**src/rtl/core/hmac_tagged_frame_checker_core_macros.svh**
```systemverilog
// Assertion macros shared by the frame checker RTL.
`ifndef HMAC_TAGGED_FRAME_CHECKER_CORE_MACROS_SVH
`define HMAC_TAGGED_FRAME_CHECKER_CORE_MACROS_SVH

`ifndef SYNTHESIS
// Property that must hold at every clock edge outside reset.
`define HTFC_ASSERT(lbl, prop) \
  lbl: assert property (@(posedge clk_i) disable iff (!rst_ni) (prop)) \
    else $error("frame checker assertion failed");
// Expression that must never be true outside reset.
`define HTFC_ASSERT_NEVER(lbl, expr) \
  lbl: assert property (@(posedge clk_i) disable iff (!rst_ni) !(expr)) \
    else $error("frame checker forbidden condition");
`else
`define HTFC_ASSERT(lbl, prop)
`define HTFC_ASSERT_NEVER(lbl, expr)
`endif

`endif

```
**src/rtl/core/htfc_pkg.sv**
```systemverilog
// Shared types, constants and SHA-256 helpers of the frame checker.
`default_nettype none

package htfc_pkg;

  localparam int unsigned TAG_BYTES_DEF = 8;
  localparam int unsigned HDR_BYTES     = 8;

  // Configuration register indexes
  typedef enum logic [2:0] {
    CFG_VERSION  = 3'd0,
    CFG_ID_LIMIT = 3'd1,
    CFG_PAY_LIMIT = 3'd2,
    CFG_KEY_LEN  = 3'd3,
    CFG_KEY_W0   = 3'd4,
    CFG_KEY_W1   = 3'd5,
    CFG_KEY_W2   = 3'd6,
    CFG_KEY_W3   = 3'd7
  } cfg_idx_e;

  typedef enum logic [2:0] {
    PH_HDR   = 3'd0,
    PH_IDLEN = 3'd1,
    PH_ID    = 3'd2,
    PH_PLEN  = 3'd3,
    PH_PAY   = 3'd4,
    PH_TAG   = 3'd5,
    PH_SKIP  = 3'd6
  } parse_phase_e;

  typedef enum logic [2:0] {
    ROLE_HDR  = 3'd0,
    ROLE_ID   = 3'd1,
    ROLE_PAY  = 3'd2,
    ROLE_TAG  = 3'd3,
    ROLE_SKIP = 3'd4
  } byte_role_e;

  typedef enum logic [2:0] {
    VD_OK       = 3'd0,
    VD_SHORT    = 3'd1,
    VD_VERSION  = 3'd2,
    VD_ID_LONG  = 3'd3,
    VD_PAY_LONG = 3'd4,
    VD_LENGTH   = 3'd5,
    VD_TAG      = 3'd6
  } verdict_e;

  // Source of a byte pushed into the SHA block buffer
  typedef enum logic [2:0] {
    SRC_MSG  = 3'd0,
    SRC_IPAD = 3'd1,
    SRC_OPAD = 3'd2,
    SRC_80   = 3'd3,
    SRC_ZERO = 3'd4,
    SRC_LEN  = 3'd5,
    SRC_DIG  = 3'd6
  } feed_src_e;

  typedef enum logic [3:0] {
    CS_IDLE   = 4'd0,
    CS_KEYI   = 4'd1,
    CS_PARSE  = 4'd2,
    CS_DECIDE = 4'd3,
    CS_PAD80  = 4'd4,
    CS_PADZ   = 4'd5,
    CS_LEN    = 4'd6,
    CS_OINIT  = 4'd7,
    CS_OKEY   = 4'd8,
    CS_ODIG   = 4'd9,
    CS_CINIT  = 4'd10,
    CS_CRND   = 4'd11,
    CS_CADD   = 4'd12,
    CS_EMIT   = 4'd13
  } ctl_state_e;

  typedef struct packed {
    logic [7:0]   version;
    logic [7:0]   id_limit;
    logic [7:0]   pay_limit;
    logic [5:0]   key_len;
    logic [255:0] key;
  } htfc_cfg_t;

  typedef struct packed {
    logic      take;
    logic      parse;
    logic      feed;
    feed_src_e src;
    logic      cinit;
    logic      round;
    logic      cadd;
    logic      oinit;
    logic      emit;
    logic      outer;
    logic [5:0] cnt;
  } htfc_cmd_t;

  typedef struct packed {
    logic frame_start;
    logic absorb;
    logic pos_last;
    logic pos_pad;
    logic need_hash;
  } htfc_status_t;

  localparam logic [255:0] SHA_IV = {
    32'h6a09e667, 32'hbb67ae85, 32'h3c6ef372, 32'ha54ff53a,
    32'h510e527f, 32'h9b05688c, 32'h1f83d9ab, 32'h5be0cd19
  };

  function automatic logic [31:0] sha_k(input logic [5:0] idx);
    logic [31:0] k;
    case (idx)
      6'd0:  k = 32'h428a2f98; 6'd1:  k = 32'h71374491; 6'd2:  k = 32'hb5c0fbcf;
      6'd3:  k = 32'he9b5dba5; 6'd4:  k = 32'h3956c25b; 6'd5:  k = 32'h59f111f1;
      6'd6:  k = 32'h923f82a4; 6'd7:  k = 32'hab1c5ed5; 6'd8:  k = 32'hd807aa98;
      6'd9:  k = 32'h12835b01; 6'd10: k = 32'h243185be; 6'd11: k = 32'h550c7dc3;
      6'd12: k = 32'h72be5d74; 6'd13: k = 32'h80deb1fe; 6'd14: k = 32'h9bdc06a7;
      6'd15: k = 32'hc19bf174; 6'd16: k = 32'he49b69c1; 6'd17: k = 32'hefbe4786;
      6'd18: k = 32'h0fc19dc6; 6'd19: k = 32'h240ca1cc; 6'd20: k = 32'h2de92c6f;
      6'd21: k = 32'h4a7484aa; 6'd22: k = 32'h5cb0a9dc; 6'd23: k = 32'h76f988da;
      6'd24: k = 32'h983e5152; 6'd25: k = 32'ha831c66d; 6'd26: k = 32'hb00327c8;
      6'd27: k = 32'hbf597fc7; 6'd28: k = 32'hc6e00bf3; 6'd29: k = 32'hd5a79147;
      6'd30: k = 32'h06ca6351; 6'd31: k = 32'h14292967; 6'd32: k = 32'h27b70a85;
      6'd33: k = 32'h2e1b2138; 6'd34: k = 32'h4d2c6dfc; 6'd35: k = 32'h53380d13;
      6'd36: k = 32'h650a7354; 6'd37: k = 32'h766a0abb; 6'd38: k = 32'h81c2c92e;
      6'd39: k = 32'h92722c85; 6'd40: k = 32'ha2bfe8a1; 6'd41: k = 32'ha81a664b;
      6'd42: k = 32'hc24b8b70; 6'd43: k = 32'hc76c51a3; 6'd44: k = 32'hd192e819;
      6'd45: k = 32'hd6990624; 6'd46: k = 32'hf40e3585; 6'd47: k = 32'h106aa070;
      6'd48: k = 32'h19a4c116; 6'd49: k = 32'h1e376c08; 6'd50: k = 32'h2748774c;
      6'd51: k = 32'h34b0bcb5; 6'd52: k = 32'h391c0cb3; 6'd53: k = 32'h4ed8aa4a;
      6'd54: k = 32'h5b9cca4f; 6'd55: k = 32'h682e6ff3; 6'd56: k = 32'h748f82ee;
      6'd57: k = 32'h78a5636f; 6'd58: k = 32'h84c87814; 6'd59: k = 32'h8cc70208;
      6'd60: k = 32'h90befffa; 6'd61: k = 32'ha4506ceb; 6'd62: k = 32'hbef9a3f7;
      default: k = 32'hc67178f2;
    endcase
    return k;
  endfunction

  function automatic logic [31:0] big_s0(input logic [31:0] x);
    return {x[1:0], x[31:2]} ^ {x[12:0], x[31:13]} ^ {x[21:0], x[31:22]};
  endfunction

  function automatic logic [31:0] big_s1(input logic [31:0] x);
    return {x[5:0], x[31:6]} ^ {x[10:0], x[31:11]} ^ {x[24:0], x[31:25]};
  endfunction

  function automatic logic [31:0] small_s0(input logic [31:0] x);
    return {x[6:0], x[31:7]} ^ {x[17:0], x[31:18]} ^ {3'b000, x[31:3]};
  endfunction

  function automatic logic [31:0] small_s1(input logic [31:0] x);
    return {x[16:0], x[31:17]} ^ {x[18:0], x[31:19]} ^ {10'd0, x[31:10]};
  endfunction

endpackage

`default_nettype wire

```
**src/rtl/core/hmac_tagged_frame_checker_core.sv**
```systemverilog
// Top level of the HMAC-SHA256 tagged frame checker: config registers and wiring.
//
//   channel   direction  handshake                 content
//   in        request    in_valid_i / in_stall_o   frame_byte_i, frame_last_i
//   out       result     out_valid_o / out_stall_i role, echo, verdict, header fields
//   cfg       write      cfg_valid_i / cfg_ready_o cfg_index_i, cfg_data_i
//
// One request at a time. A plain byte passes through accept, parse, decide and result,
// plus a compression for each 64-byte block that fills (one SHA-256 round per cycle).
// The first byte of a frame adds the feed and the compression of the inner key block;
// the final byte of a good-length frame adds padding, the outer key block, the digest
// bytes and three or four compressions. The result sits in an output register; stalls
// there hold the next result only.
// Reset loads the configuration defaults and clears the frame state.
`default_nettype none
`include "hmac_tagged_frame_checker_core_macros.svh"

module hmac_tagged_frame_checker_core #(
  parameter int unsigned TagBytes = htfc_pkg::TAG_BYTES_DEF
) (
  input  wire logic        clk_i,
  input  wire logic        rst_ni,
  input  wire logic        in_valid_i,
  output logic             in_stall_o,
  input  wire logic [7:0]  frame_byte_i,
  input  wire logic        frame_last_i,
  output logic             out_valid_o,
  input  wire logic        out_stall_i,
  output logic [2:0]       byte_role_o,
  output logic [7:0]       echo_byte_o,
  output logic             frame_done_o,
  output logic [2:0]       verdict_o,
  output logic [7:0]       message_type_o,
  output logic [31:0]      sequence_number_o,
  output logic [7:0]       sender_id_length_o,
  output logic [7:0]       body_length_o,
  input  wire logic        cfg_valid_i,
  output logic             cfg_ready_o,
  input  wire logic [2:0]  cfg_index_i,
  input  wire logic [63:0] cfg_data_i
);

  htfc_pkg::htfc_cfg_t    cfg_q;
  htfc_pkg::htfc_cmd_t    cmd;
  htfc_pkg::htfc_status_t status;

  assign cfg_ready_o = 1'b1;

  // Configuration registers
  always_ff @(posedge clk_i or negedge rst_ni) begin
    if (!rst_ni) begin
      cfg_q.version   <= 8'd1;
      cfg_q.id_limit  <= 8'd32;
      cfg_q.pay_limit <= 8'd200;
      cfg_q.key_len   <= 6'd32;
      cfg_q.key       <= '0;
    end else if (cfg_valid_i && cfg_ready_o) begin
      case (cfg_index_i)
        htfc_pkg::CFG_VERSION:   cfg_q.version   <= cfg_data_i[7:0];
        htfc_pkg::CFG_ID_LIMIT:  cfg_q.id_limit  <= cfg_data_i[7:0];
        htfc_pkg::CFG_PAY_LIMIT: cfg_q.pay_limit <= cfg_data_i[7:0];
        htfc_pkg::CFG_KEY_LEN:   cfg_q.key_len   <= cfg_data_i[5:0];
        htfc_pkg::CFG_KEY_W0:    cfg_q.key[255:192] <= cfg_data_i;
        htfc_pkg::CFG_KEY_W1:    cfg_q.key[191:128] <= cfg_data_i;
        htfc_pkg::CFG_KEY_W2:    cfg_q.key[127:64]  <= cfg_data_i;
        default:                 cfg_q.key[63:0]    <= cfg_data_i;
      endcase
    end
  end

  htfc_ctrl u_ctrl (
    .clk_i       (clk_i),
    .rst_ni      (rst_ni),
    .in_valid_i  (in_valid_i),
    .in_stall_o  (in_stall_o),
    .out_valid_o (out_valid_o),
    .out_stall_i (out_stall_i),
    .status_i    (status),
    .cmd_o       (cmd)
  );

  htfc_datapath #(
    .TagBytes (TagBytes)
  ) u_datapath (
    .clk_i              (clk_i),
    .rst_ni             (rst_ni),
    .frame_byte_i       (frame_byte_i),
    .frame_last_i       (frame_last_i),
    .cfg_i              (cfg_q),
    .cmd_i              (cmd),
    .status_o           (status),
    .byte_role_o        (byte_role_o),
    .echo_byte_o        (echo_byte_o),
    .frame_done_o       (frame_done_o),
    .verdict_o          (verdict_o),
    .message_type_o     (message_type_o),
    .sequence_number_o  (sequence_number_o),
    .sender_id_length_o (sender_id_length_o),
    .body_length_o      (body_length_o)
  );

  // One request in flight: an accepted byte blocks the input on the next cycle
  `HTFC_ASSERT(a_one_in_flight, in_valid_i && !in_stall_o |=> in_stall_o)
  // Only a final byte carries a verdict
  `HTFC_ASSERT_NEVER(a_verdict_only_done, out_valid_o && !frame_done_o && verdict_o != htfc_pkg::VD_OK)
  // Result is never produced while the controller still owes a pending result
  `HTFC_ASSERT_NEVER(a_emit_blocked, cmd.emit && out_valid_o && out_stall_i)

endmodule

`default_nettype wire

```
**src/rtl/core/htfc_datapath.sv**
```systemverilog
// Datapath: frame parser, SHA-256 block buffer and round unit, verdict output.
`default_nettype none

module htfc_datapath #(
  parameter int unsigned TagBytes = htfc_pkg::TAG_BYTES_DEF
) (
  input  wire logic                    clk_i,
  input  wire logic                    rst_ni,
  input  wire logic [7:0]              frame_byte_i,
  input  wire logic                    frame_last_i,
  input  wire htfc_pkg::htfc_cfg_t     cfg_i,
  input  wire htfc_pkg::htfc_cmd_t     cmd_i,
  output htfc_pkg::htfc_status_t       status_o,
  output logic [2:0]                   byte_role_o,
  output logic [7:0]                   echo_byte_o,
  output logic                         frame_done_o,
  output logic [2:0]                   verdict_o,
  output logic [7:0]                   message_type_o,
  output logic [31:0]                  sequence_number_o,
  output logic [7:0]                   sender_id_length_o,
  output logic [7:0]                   body_length_o
);

  localparam int unsigned MinFrame = htfc_pkg::HDR_BYTES + TagBytes;
  localparam int unsigned FcW      = $clog2(MinFrame + 1);
  localparam int unsigned TagW     = 8 * TagBytes;

  // Received byte and frame parse state
  logic [7:0]              byte_q;
  logic                    last_q;
  htfc_pkg::parse_phase_e  phase_q, phase_n;
  logic [8:0]              fpos_q, fpos_n;
  logic [7:0]              idlen_q, idlen_n, plen_q, plen_n, type_q, type_n;
  logic [31:0]             seq_q, seq_n;
  logic [1:0]              seq_sel;
  htfc_pkg::verdict_e      err_q, err_n;
  htfc_pkg::byte_role_e    role_q, role_n;
  logic                    tag_done_q, tag_done_n;
  logic                    tag_store, absorb;
  logic [TagW-1:0]         tag_q;
  logic [FcW-1:0]          fcnt_q;
  logic [15:0]             msg_bits_q;

  // SHA-256 state
  logic [511:0]            w_q;
  logic [255:0]            h_q, dig_q;
  logic [31:0]             a_q, b_q, c_q, d_q, e_q, f_q, g_q, hh_q;
  logic [5:0]              pos_q;

  logic [7:0]              feed_byte, key_b, len_b;
  logic [63:0]             len_bits;
  logic [5:0]              key_clip;
  logic [31:0]             t1, t2, w_new;
  htfc_pkg::verdict_e      verdict_n;

  // Frame parser
  always_comb begin
    phase_n    = phase_q;
    fpos_n     = fpos_q;
    idlen_n    = idlen_q;
    plen_n     = plen_q;
    type_n     = type_q;
    seq_n      = seq_q;
    err_n      = err_q;
    tag_done_n = tag_done_q;
    role_n     = htfc_pkg::ROLE_SKIP;
    absorb     = 1'b0;
    tag_store  = 1'b0;
    // sequence bytes 2..5 land in byte lanes 0..3
    seq_sel    = fpos_q[1:0] - 2'd2;
    case (phase_q)
      htfc_pkg::PH_HDR: begin
        role_n = htfc_pkg::ROLE_HDR;
        absorb = 1'b1;
        if (fpos_q == 9'd0) begin
          if (byte_q != cfg_i.version) err_n = htfc_pkg::VD_VERSION;
        end else if (fpos_q == 9'd1) begin
          type_n = byte_q;
        end else begin
          seq_n[{seq_sel, 3'b000} +: 8] = byte_q;
        end
        fpos_n = fpos_q + 9'd1;
        if (fpos_n >= 9'd6) begin
          phase_n = htfc_pkg::PH_IDLEN;
          fpos_n  = 9'd0;
        end
      end
      htfc_pkg::PH_IDLEN: begin
        role_n  = htfc_pkg::ROLE_HDR;
        absorb  = 1'b1;
        idlen_n = byte_q;
        if (byte_q > cfg_i.id_limit) err_n = htfc_pkg::VD_ID_LONG;
        else phase_n = (byte_q != 8'd0) ? htfc_pkg::PH_ID : htfc_pkg::PH_PLEN;
      end
      htfc_pkg::PH_ID: begin
        role_n = htfc_pkg::ROLE_ID;
        absorb = 1'b1;
        fpos_n = fpos_q + 9'd1;
        if (fpos_n >= {1'b0, idlen_q}) begin
          phase_n = htfc_pkg::PH_PLEN;
          fpos_n  = 9'd0;
        end
      end
      htfc_pkg::PH_PLEN: begin
        role_n = htfc_pkg::ROLE_HDR;
        absorb = 1'b1;
        plen_n = byte_q;
        if (byte_q > cfg_i.pay_limit) err_n = htfc_pkg::VD_PAY_LONG;
        else phase_n = (byte_q != 8'd0) ? htfc_pkg::PH_PAY : htfc_pkg::PH_TAG;
      end
      htfc_pkg::PH_PAY: begin
        role_n = htfc_pkg::ROLE_PAY;
        absorb = 1'b1;
        fpos_n = fpos_q + 9'd1;
        if (fpos_n >= {1'b0, plen_q}) begin
          phase_n = htfc_pkg::PH_TAG;
          fpos_n  = 9'd0;
        end
      end
      htfc_pkg::PH_TAG: begin
        role_n    = htfc_pkg::ROLE_TAG;
        tag_store = 1'b1;
        fpos_n    = fpos_q + 9'd1;
        if (fpos_n >= 9'(TagBytes)) begin
          if (last_q) tag_done_n = 1'b1;
          else err_n = htfc_pkg::VD_LENGTH;
        end
      end
      default: begin
        role_n = htfc_pkg::ROLE_SKIP;
      end
    endcase
    if (err_n != htfc_pkg::VD_OK) phase_n = htfc_pkg::PH_SKIP;
  end

  // Byte source for the block buffer
  always_comb begin
    key_clip = (cfg_i.key_len > 6'd32) ? 6'd32 : cfg_i.key_len;
    key_b    = (cmd_i.cnt < key_clip) ? cfg_i.key[8*(5'd31 - cmd_i.cnt[4:0]) +: 8] : 8'd0;
    len_bits = cmd_i.outer ? 64'd768 : {48'd0, msg_bits_q};
    len_b    = len_bits[8*(3'd7 - cmd_i.cnt[2:0]) +: 8];
    case (cmd_i.src)
      htfc_pkg::SRC_MSG:  feed_byte = byte_q;
      htfc_pkg::SRC_IPAD: feed_byte = key_b ^ 8'h36;
      htfc_pkg::SRC_OPAD: feed_byte = key_b ^ 8'h5c;
      htfc_pkg::SRC_80:   feed_byte = 8'h80;
      htfc_pkg::SRC_LEN:  feed_byte = len_b;
      htfc_pkg::SRC_DIG:  feed_byte = dig_q[255:248];
      default:            feed_byte = 8'h00;
    endcase
  end

  // SHA-256 round and message schedule; w_q holds the oldest word on top
  always_comb begin
    t1 = hh_q + htfc_pkg::big_s1(e_q) + ((e_q & f_q) ^ (~e_q & g_q))
       + htfc_pkg::sha_k(cmd_i.cnt) + w_q[511:480];
    t2 = htfc_pkg::big_s0(a_q) + ((a_q & b_q) ^ (a_q & c_q) ^ (b_q & c_q));
    w_new = w_q[511:480] + htfc_pkg::small_s0(w_q[479:448]) + w_q[223:192]
          + htfc_pkg::small_s1(w_q[63:32]);
  end

  // Verdict of a finished frame
  always_comb begin
    if (fcnt_q < FcW'(MinFrame))            verdict_n = htfc_pkg::VD_SHORT;
    else if (err_q != htfc_pkg::VD_OK)      verdict_n = err_q;
    else if (!tag_done_q)                   verdict_n = htfc_pkg::VD_LENGTH;
    else if (h_q[255 -: TagW] == tag_q)     verdict_n = htfc_pkg::VD_OK;
    else                                    verdict_n = htfc_pkg::VD_TAG;
  end

  always_comb begin
    status_o.frame_start = (fcnt_q == '0);
    status_o.absorb      = absorb;
    status_o.pos_last    = (pos_q == 6'd63);
    status_o.pos_pad     = (pos_q == 6'd56);
    status_o.need_hash   = last_q && (fcnt_q >= FcW'(MinFrame))
                         && (err_q == htfc_pkg::VD_OK) && tag_done_q;
  end

  // Control and hash state
  always_ff @(posedge clk_i or negedge rst_ni) begin
    if (!rst_ni) begin
      phase_q    <= htfc_pkg::PH_HDR;
      fpos_q     <= '0;
      idlen_q    <= '0;
      plen_q     <= '0;
      type_q     <= '0;
      seq_q      <= '0;
      err_q      <= htfc_pkg::VD_OK;
      role_q     <= htfc_pkg::ROLE_HDR;
      tag_done_q <= 1'b0;
      tag_q      <= '0;
      fcnt_q     <= '0;
      msg_bits_q <= '0;
      pos_q      <= '0;
      h_q        <= htfc_pkg::SHA_IV;
    end else begin
      if (cmd_i.take) begin
        if (fcnt_q < FcW'(MinFrame)) fcnt_q <= fcnt_q + FcW'(1);
        if (fcnt_q == '0) msg_bits_q <= 16'd512;
      end
      if (cmd_i.parse) begin
        phase_q    <= phase_n;
        fpos_q     <= fpos_n;
        idlen_q    <= idlen_n;
        plen_q     <= plen_n;
        type_q     <= type_n;
        seq_q      <= seq_n;
        err_q      <= err_n;
        role_q     <= role_n;
        tag_done_q <= tag_done_n;
        if (tag_store) tag_q <= {tag_q[TagW-1:0] << 8} | {{(TagW-8){1'b0}}, byte_q};
        if (absorb) msg_bits_q <= msg_bits_q + 16'd8;
      end
      if (cmd_i.feed) pos_q <= pos_q + 6'd1;
      if (cmd_i.oinit) h_q <= htfc_pkg::SHA_IV;
      if (cmd_i.cadd) begin
        h_q <= {h_q[255:224] + a_q, h_q[223:192] + b_q, h_q[191:160] + c_q,
                h_q[159:128] + d_q, h_q[127:96] + e_q, h_q[95:64] + f_q,
                h_q[63:32] + g_q, h_q[31:0] + hh_q};
      end
      if (cmd_i.emit && last_q) begin
        phase_q    <= htfc_pkg::PH_HDR;
        fpos_q     <= '0;
        idlen_q    <= '0;
        plen_q     <= '0;
        type_q     <= '0;
        seq_q      <= '0;
        err_q      <= htfc_pkg::VD_OK;
        tag_done_q <= 1'b0;
        tag_q      <= '0;
        fcnt_q     <= '0;
        msg_bits_q <= '0;
        pos_q      <= '0;
        h_q        <= htfc_pkg::SHA_IV;
      end
    end
  end

  // Payload registers: byte latch, block buffer, working variables, result
  always_ff @(posedge clk_i) begin
    if (cmd_i.take) begin
      byte_q <= frame_byte_i;
      last_q <= frame_last_i;
    end
    if (cmd_i.feed) w_q <= {w_q[503:0], feed_byte};
    else if (cmd_i.round) w_q <= {w_q[479:0], w_new};
    if (cmd_i.oinit) dig_q <= h_q;
    else if (cmd_i.feed && (cmd_i.src == htfc_pkg::SRC_DIG)) dig_q <= {dig_q[247:0], 8'h00};
    if (cmd_i.cinit) begin
      {a_q, b_q, c_q, d_q, e_q, f_q, g_q, hh_q} <= h_q;
    end else if (cmd_i.round) begin
      hh_q <= g_q;
      g_q  <= f_q;
      f_q  <= e_q;
      e_q  <= d_q + t1;
      d_q  <= c_q;
      c_q  <= b_q;
      b_q  <= a_q;
      a_q  <= t1 + t2;
    end
    if (cmd_i.emit) begin
      byte_role_o        <= role_q;
      echo_byte_o        <= byte_q;
      frame_done_o       <= last_q;
      verdict_o          <= last_q ? verdict_n : htfc_pkg::VD_OK;
      message_type_o     <= last_q ? type_q : 8'd0;
      sequence_number_o  <= last_q ? seq_q : 32'd0;
      sender_id_length_o <= last_q ? idlen_q : 8'd0;
      body_length_o      <= last_q ? plen_q : 8'd0;
    end
  end

endmodule

`default_nettype wire

```
**src/rtl/core/htfc_ctrl.sv**
```systemverilog
// Controller: sequences parsing, key blocks, padding, compression and result.
`default_nettype none

module htfc_ctrl (
  input  wire logic                  clk_i,
  input  wire logic                  rst_ni,
  input  wire logic                  in_valid_i,
  output logic                       in_stall_o,
  output logic                       out_valid_o,
  input  wire logic                  out_stall_i,
  input  wire htfc_pkg::htfc_status_t status_i,
  output htfc_pkg::htfc_cmd_t        cmd_o
);

  htfc_pkg::ctl_state_e state_q, state_d, ret_q, ret_d;
  logic [5:0]           cnt_q, cnt_d;
  logic                 outer_q, outer_d;
  logic                 out_valid_q, out_valid_d;
  logic                 out_free;

  assign out_free = !out_valid_q || !out_stall_i;

  // Next state
  always_comb begin
    state_d     = state_q;
    ret_d       = ret_q;
    cnt_d       = cnt_q;
    outer_d     = outer_q;
    out_valid_d = out_valid_q && out_stall_i;
    case (state_q)
      htfc_pkg::CS_IDLE: begin
        if (in_valid_i) begin
          cnt_d   = '0;
          state_d = status_i.frame_start ? htfc_pkg::CS_KEYI : htfc_pkg::CS_PARSE;
        end
      end
      htfc_pkg::CS_KEYI: begin
        cnt_d = cnt_q + 6'd1;
        if (cnt_q == 6'd63) begin
          state_d = htfc_pkg::CS_CINIT;
          ret_d   = htfc_pkg::CS_PARSE;
        end
      end
      htfc_pkg::CS_PARSE: begin
        state_d = htfc_pkg::CS_DECIDE;
        if (status_i.absorb && status_i.pos_last) begin
          state_d = htfc_pkg::CS_CINIT;
          ret_d   = htfc_pkg::CS_DECIDE;
        end
      end
      htfc_pkg::CS_DECIDE: begin
        outer_d = 1'b0;
        state_d = status_i.need_hash ? htfc_pkg::CS_PAD80 : htfc_pkg::CS_EMIT;
      end
      htfc_pkg::CS_PAD80: begin
        state_d = htfc_pkg::CS_PADZ;
        if (status_i.pos_last) begin
          state_d = htfc_pkg::CS_CINIT;
          ret_d   = htfc_pkg::CS_PADZ;
        end
      end
      htfc_pkg::CS_PADZ: begin
        if (status_i.pos_pad) begin
          cnt_d   = '0;
          state_d = htfc_pkg::CS_LEN;
        end else if (status_i.pos_last) begin
          state_d = htfc_pkg::CS_CINIT;
          ret_d   = htfc_pkg::CS_PADZ;
        end
      end
      htfc_pkg::CS_LEN: begin
        cnt_d = cnt_q + 6'd1;
        if (cnt_q == 6'd7) begin
          state_d = htfc_pkg::CS_CINIT;
          ret_d   = outer_q ? htfc_pkg::CS_EMIT : htfc_pkg::CS_OINIT;
        end
      end
      htfc_pkg::CS_OINIT: begin
        cnt_d   = '0;
        outer_d = 1'b1;
        state_d = htfc_pkg::CS_OKEY;
      end
      htfc_pkg::CS_OKEY: begin
        cnt_d = cnt_q + 6'd1;
        if (cnt_q == 6'd63) begin
          state_d = htfc_pkg::CS_CINIT;
          ret_d   = htfc_pkg::CS_ODIG;
        end
      end
      htfc_pkg::CS_ODIG: begin
        cnt_d = cnt_q + 6'd1;
        if (cnt_q == 6'd31) state_d = htfc_pkg::CS_PAD80;
      end
      htfc_pkg::CS_CINIT: begin
        cnt_d   = '0;
        state_d = htfc_pkg::CS_CRND;
      end
      htfc_pkg::CS_CRND: begin
        cnt_d = cnt_q + 6'd1;
        if (cnt_q == 6'd63) state_d = htfc_pkg::CS_CADD;
      end
      htfc_pkg::CS_CADD: begin
        cnt_d   = '0;
        state_d = ret_q;
      end
      htfc_pkg::CS_EMIT: begin
        if (out_free) begin
          out_valid_d = 1'b1;
          outer_d     = 1'b0;
          state_d     = htfc_pkg::CS_IDLE;
        end
      end
      default: begin
        state_d = htfc_pkg::CS_IDLE;
      end
    endcase
  end

  // Command outputs
  always_comb begin
    cmd_o       = '0;
    cmd_o.src   = htfc_pkg::SRC_MSG;
    cmd_o.cnt   = cnt_q;
    cmd_o.outer = outer_q;
    in_stall_o  = (state_q != htfc_pkg::CS_IDLE);
    case (state_q)
      htfc_pkg::CS_IDLE:   cmd_o.take = in_valid_i;
      htfc_pkg::CS_KEYI: begin
        cmd_o.feed = 1'b1;
        cmd_o.src  = htfc_pkg::SRC_IPAD;
      end
      htfc_pkg::CS_PARSE: begin
        cmd_o.parse = 1'b1;
        cmd_o.feed  = status_i.absorb;
      end
      htfc_pkg::CS_PAD80: begin
        cmd_o.feed = 1'b1;
        cmd_o.src  = htfc_pkg::SRC_80;
      end
      htfc_pkg::CS_PADZ: begin
        cmd_o.feed = !status_i.pos_pad;
        cmd_o.src  = htfc_pkg::SRC_ZERO;
      end
      htfc_pkg::CS_LEN: begin
        cmd_o.feed = 1'b1;
        cmd_o.src  = htfc_pkg::SRC_LEN;
      end
      htfc_pkg::CS_OINIT:  cmd_o.oinit = 1'b1;
      htfc_pkg::CS_OKEY: begin
        cmd_o.feed = 1'b1;
        cmd_o.src  = htfc_pkg::SRC_OPAD;
      end
      htfc_pkg::CS_ODIG: begin
        cmd_o.feed = 1'b1;
        cmd_o.src  = htfc_pkg::SRC_DIG;
      end
      htfc_pkg::CS_CINIT:  cmd_o.cinit = 1'b1;
      htfc_pkg::CS_CRND:   cmd_o.round = 1'b1;
      htfc_pkg::CS_CADD:   cmd_o.cadd = 1'b1;
      htfc_pkg::CS_EMIT:   cmd_o.emit = out_free;
      default: begin
        cmd_o.take = 1'b0;
      end
    endcase
  end

  assign out_valid_o = out_valid_q;

  always_ff @(posedge clk_i or negedge rst_ni) begin
    if (!rst_ni) begin
      state_q     <= htfc_pkg::CS_IDLE;
      ret_q       <= htfc_pkg::CS_IDLE;
      cnt_q       <= '0;
      outer_q     <= 1'b0;
      out_valid_q <= 1'b0;
    end else begin
      state_q     <= state_d;
      ret_q       <= ret_d;
      cnt_q       <= cnt_d;
      outer_q     <= outer_d;
      out_valid_q <= out_valid_d;
    end
  end

endmodule

`default_nettype wire
```
**config.mk**
```make
export PLATFORM = sky130hd
export DESIGN_NAME = hmac_tagged_frame_checker_core
export DESIGN_NICKNAME = d
export VERILOG_FILES = /design/src/rtl/core/htfc_pkg.sv /design/src/rtl/core/hmac_tagged_frame_checker_core.sv /design/src/rtl/core/htfc_datapath.sv /design/src/rtl/core/htfc_ctrl.sv
export VERILOG_INCLUDE_DIRS = /design/src /design/src/rtl/core
export SDC_FILE = /design/constraint.sdc
export NUM_CORES = 2
export LEC_CHECK = 0
export BUFFER_PORTS_ARGS = -buffer_cell sky130_fd_sc_hd__buf_2
export CORE_UTILIZATION = 60
export CTS_BUF_LIST = sky130_fd_sc_hd__clkbuf_2
export CTS_CLUSTER_SIZE = 14
export DETAILED_ROUTE_END_ITERATION = 16
export GPL_ROUTABILITY_DRIVEN = 1
export PLACE_DENSITY = 0.91
export SLEW_MARGIN = 15
export SYNTH_ARGS = -nofsm -noshare
export SYNTH_HDL_FRONTEND = slang
export SYNTH_SLANG_ARGS = --single-unit
export TNS_END_PERCENT = 50
```
**constraint.sdc**
```tcl
create_clock -name clk_i -period 34.9 [get_ports clk_i]
set_clock_uncertainty 0.2 [all_clocks]
set_input_delay 6.98 -clock clk_i [delete_from_list [all_inputs] [get_ports clk_i]]
set_output_delay 6.98 -clock clk_i [all_outputs]
set_load 0.02 [all_outputs]
```
==> results.cfg <==
[floorplanning]
fp.dieH_um = 421
core_region_area_mm2 = 0.174
initial_util_pct = 60.6
chipWidth_um = 421
full_die_area_mm2 = 0.178
floorplan.rows = 153
top_level_ports = 155

[critical_path]
cp_data_arrival_time_ns = 12.86
critical_path.endpoint_type = flop
kind_of_start_point_of_the_critical_path = flop
reg_to_reg_startpoint = u_ctrl.cnt_q[0]
crit_fanout = 36
worst-setup-path-type = flop to flop
crit_start = u_ctrl.cnt_q[0]
worst_ep_required_time_ns = 36.42
critical_path.max_stage_delay_ns = 0.90
cp_slowest_cell = dfrtp_4

[synthesis]
synthArstFlopShare_pct = 39.6
total_nets_after_synthesis = 11463
post-synth-top-area-cell = edfxtp_1
postSynthRegisterBits = 1828
netlist_top_cells_area = edfxtp_1 31%, dfrtp_1 14%, nand2_1 12%, ha_1 5.2%, fa_1 3.7%
post_synth_inst_count = 10746
synth-warning-count = 0
synth_largest_type_area_fraction_pct = 31.4
synth.yosys.seq_area_share_pct = 48.7
synthesis.area_per_instance_um2 = 9.82
ys_types = 99
most_common_flop_cell_mapped_by_yosys = edfxtp_1
synth_edf_count = 1104
synth.cell_area_mm2 = 0.106

[clock_network]
postCtsHoldBufs = 0
clock_latency_late_sink_ns = 2.05
max-clock-path-buffers = 4
cts_made_buffers = 466
path_clk_slew_ns = 0.11
post_cts_buffers = 0
cts-resized-gates = 0
cts_sinks = 1828
h-tree-depth = 5
clock_tree.root_cell = clkbuf_2
tritoncts = yes

[place]
gp_congestion = 1.03
dp.final_hpwl_um = 228000
io_buffer_count = 153
post-place-cells = 12727

[cells_and_area]
most_common_cell_after_layout_fill_and_taps_aside = nand2_1
mostFrequentLayoutCells = 3268 x nand2_1, 1104 x edfxtp_1, 666 x clkbuf_2, 580 x a21oi_1, 577 x dfrtp_1
final_net_count = 11588
drive_above_1_share_pct = 13.5
fillerInstances = 13368
syn_to_final_growth_pct = 6.41
layout.cells.non_filler = 13584

[sta]
finalCritPeriodShare_pct = 32.5
worst_slew_margin_rel_pct = 6.17
slew_viol_final = 0
tightestPinTransition_ns = 1.41
totalNegativeSetupSlack_ns = 0
rsz0062_at_grt = false
final_hold_viol_count = 0
final.min_clock_period_ns = 11.34
setup_viol_count_final = 0
max_freq_mhz = 88.1

[route]
ant_nets = 0
routedWlPerCell_um = 24.1
drt_wl_total_um = 327000
initialDrtViolationCount = 11961
route.detailed.drc = 0
drt_first_pass_iters = 6
avgViaCountPerCell = 6.26
vias = 85020

[pwr]
max-vdd-ir-drop_v = 0.0000362
leak_nw = 48.5
p_total_w = 0.00408
pwr_cell_area_mw_per_mm2 = 36.3

[global_routing]
grt_max_degree = 283
grt_antenna_before_repair = 16
grt.overflow.total = 0
grt_pass1_wl_um = 494000
grt_util_all_layers_pct = 36.3
grt_pass1_vias = 82593

[run]
max_cap_viol_count = 0

[worst_hold_path]
worstHoldPathType = flop to flop
hold_path.startpoint = u_datapath.last_q

[run_status]
run_status = finished, final reports clean
[cell usage after synthesis, drive strengths merged (39+ instances only)]
library cell / instances
nor2b: 51
xor2: 281
and2: 86
nor2: 476
nor3: 116
mux4: 77
nor4: 39
fa: 195
o21bai: 47
xnor2: 374
buf: 64
nand3: 108
clkbuf: 527
mux2: 287
a211oi: 53
a22o: 48
a31oi: 56
o21a: 64
edfxtp: 1104
a21o: 163
o21ai: 496
ha: 441
inv: 339
and3: 40
a21oi: 582
dfstp: 142
mux2i: 87
nand2b: 76
dfrtp: 582
nand2: 3269
[per-stage QoR]
step	cell area, um^2	worst slack, ns	hold slack (ns)	utilization, %
2_1_floorplan	106000	9.96	0.224	-
3_3_place_gp	108000	23.37	0.233	62.0
3_5_place_dp	108000	23.24	0.245	62.0
4_1_cts	112000	23.80	0.131	64.4
5_1_grt	112000	22.90	0.144	64.5
6_report	112000	23.56	0.177	64.5
[per-layer routing]
layer	vias up	global-route usage, %	wire length [um]
met4	14	19.0	19500
met2	5492	53.8	143000
met5	-	0	84
met1	40921	49.7	125000
met3	1105	8.94	39900
li1	37488	-	-
[where the power goes]
part	switching (W)	total (W)	leakage [nW]	internal (W)
Sequential	0.0000411	0.00239	18.2	0.00235
Combinational	0.0000780	0.000175	27.1	0.0000967
Clock	0.000928	0.00152	3.23	0.000590
Total	0.00105	0.00408	48.5	0.00303
[path summary, 6_finish.rpt]
kind | slack [ns] | to | cells after the start
worst max-delay path | 23.56 | u_datapath.a_q[31] | 36
worst min-delay path | 0.18 | u_datapath.frame_done_o | 0
worst max register to register | 23.56 | u_datapath.a_q[31] | 36
worst min register to register | 0.18 | u_datapath.frame_done_o | 0
max in group asynchronous | 25.25 | u_datapath.tag_q[13] | 5
min in group asynchronous | 4.89 | cfg_q[100] | 1
[final cells by class]
cell class | instances | area (um^2) | share of cell area, %
tap | 2325 | 2910 | 2.59
clock inverter | 173 | 952 | 0.848
antenna | 17 | 42.5 | 0.0379
inverter | 341 | 1280 | 1.14
timing repair buffer | 248 | 1620 | 1.44
sequential | 1828 | 51500 | 45.8
multi-input combinational | 7986 | 50700 | 45.2
clock buffer | 666 | 3330 | 2.97
[registers in the layout, summed over array words and instances, names as in the netlist, 9 cells and up]
name,flops
u_datapath.g_q,32
u_datapath.w_q,512
cfg_q,286
u_datapath.a_q,32
u_datapath.fpos_q,9
u_datapath.tag_q,64
u_datapath.seq_q,32
u_datapath.b_q,32
u_datapath.d_q,32
u_datapath.e_q,32
u_datapath.sequence_number_o,32
u_datapath.msg_bits_q,16
u_datapath.hh_q,32
u_datapath.c_q,32
u_datapath.f_q,32
u_datapath.dig_q,256
u_datapath.h_q,256
[kinds of logic (layout without fill, tap and decap cells)]
family	after synthesis	after routing	share of synthesized area, %
AO/OA/AOI/OAI	1828	1828	10.8
XOR/XNOR	656	656	5.46
adder cells (fa/ha/maj)	660	660	9.15
buffers and inverters	932	1428	3.35
flip-flops	1828	1828	48.7
multiplexers	451	451	5.53
other	1	18	0.00355
AND/OR/NAND/NOR	4390	4390	17.0
[worst max-delay path, delay by kind of cell (launching register included)]
kind,cells,cell delay [ns]
DFF,1,0.90
adders and majority gates,7,3.42
buffers and inverters,5,1.09
and+or+nand+nor,8,2.17
xor gates and xnor gates,3,0.80
AOI/OAI and AO/OA,13,2.51
Power figures use the tool's default switching activity.
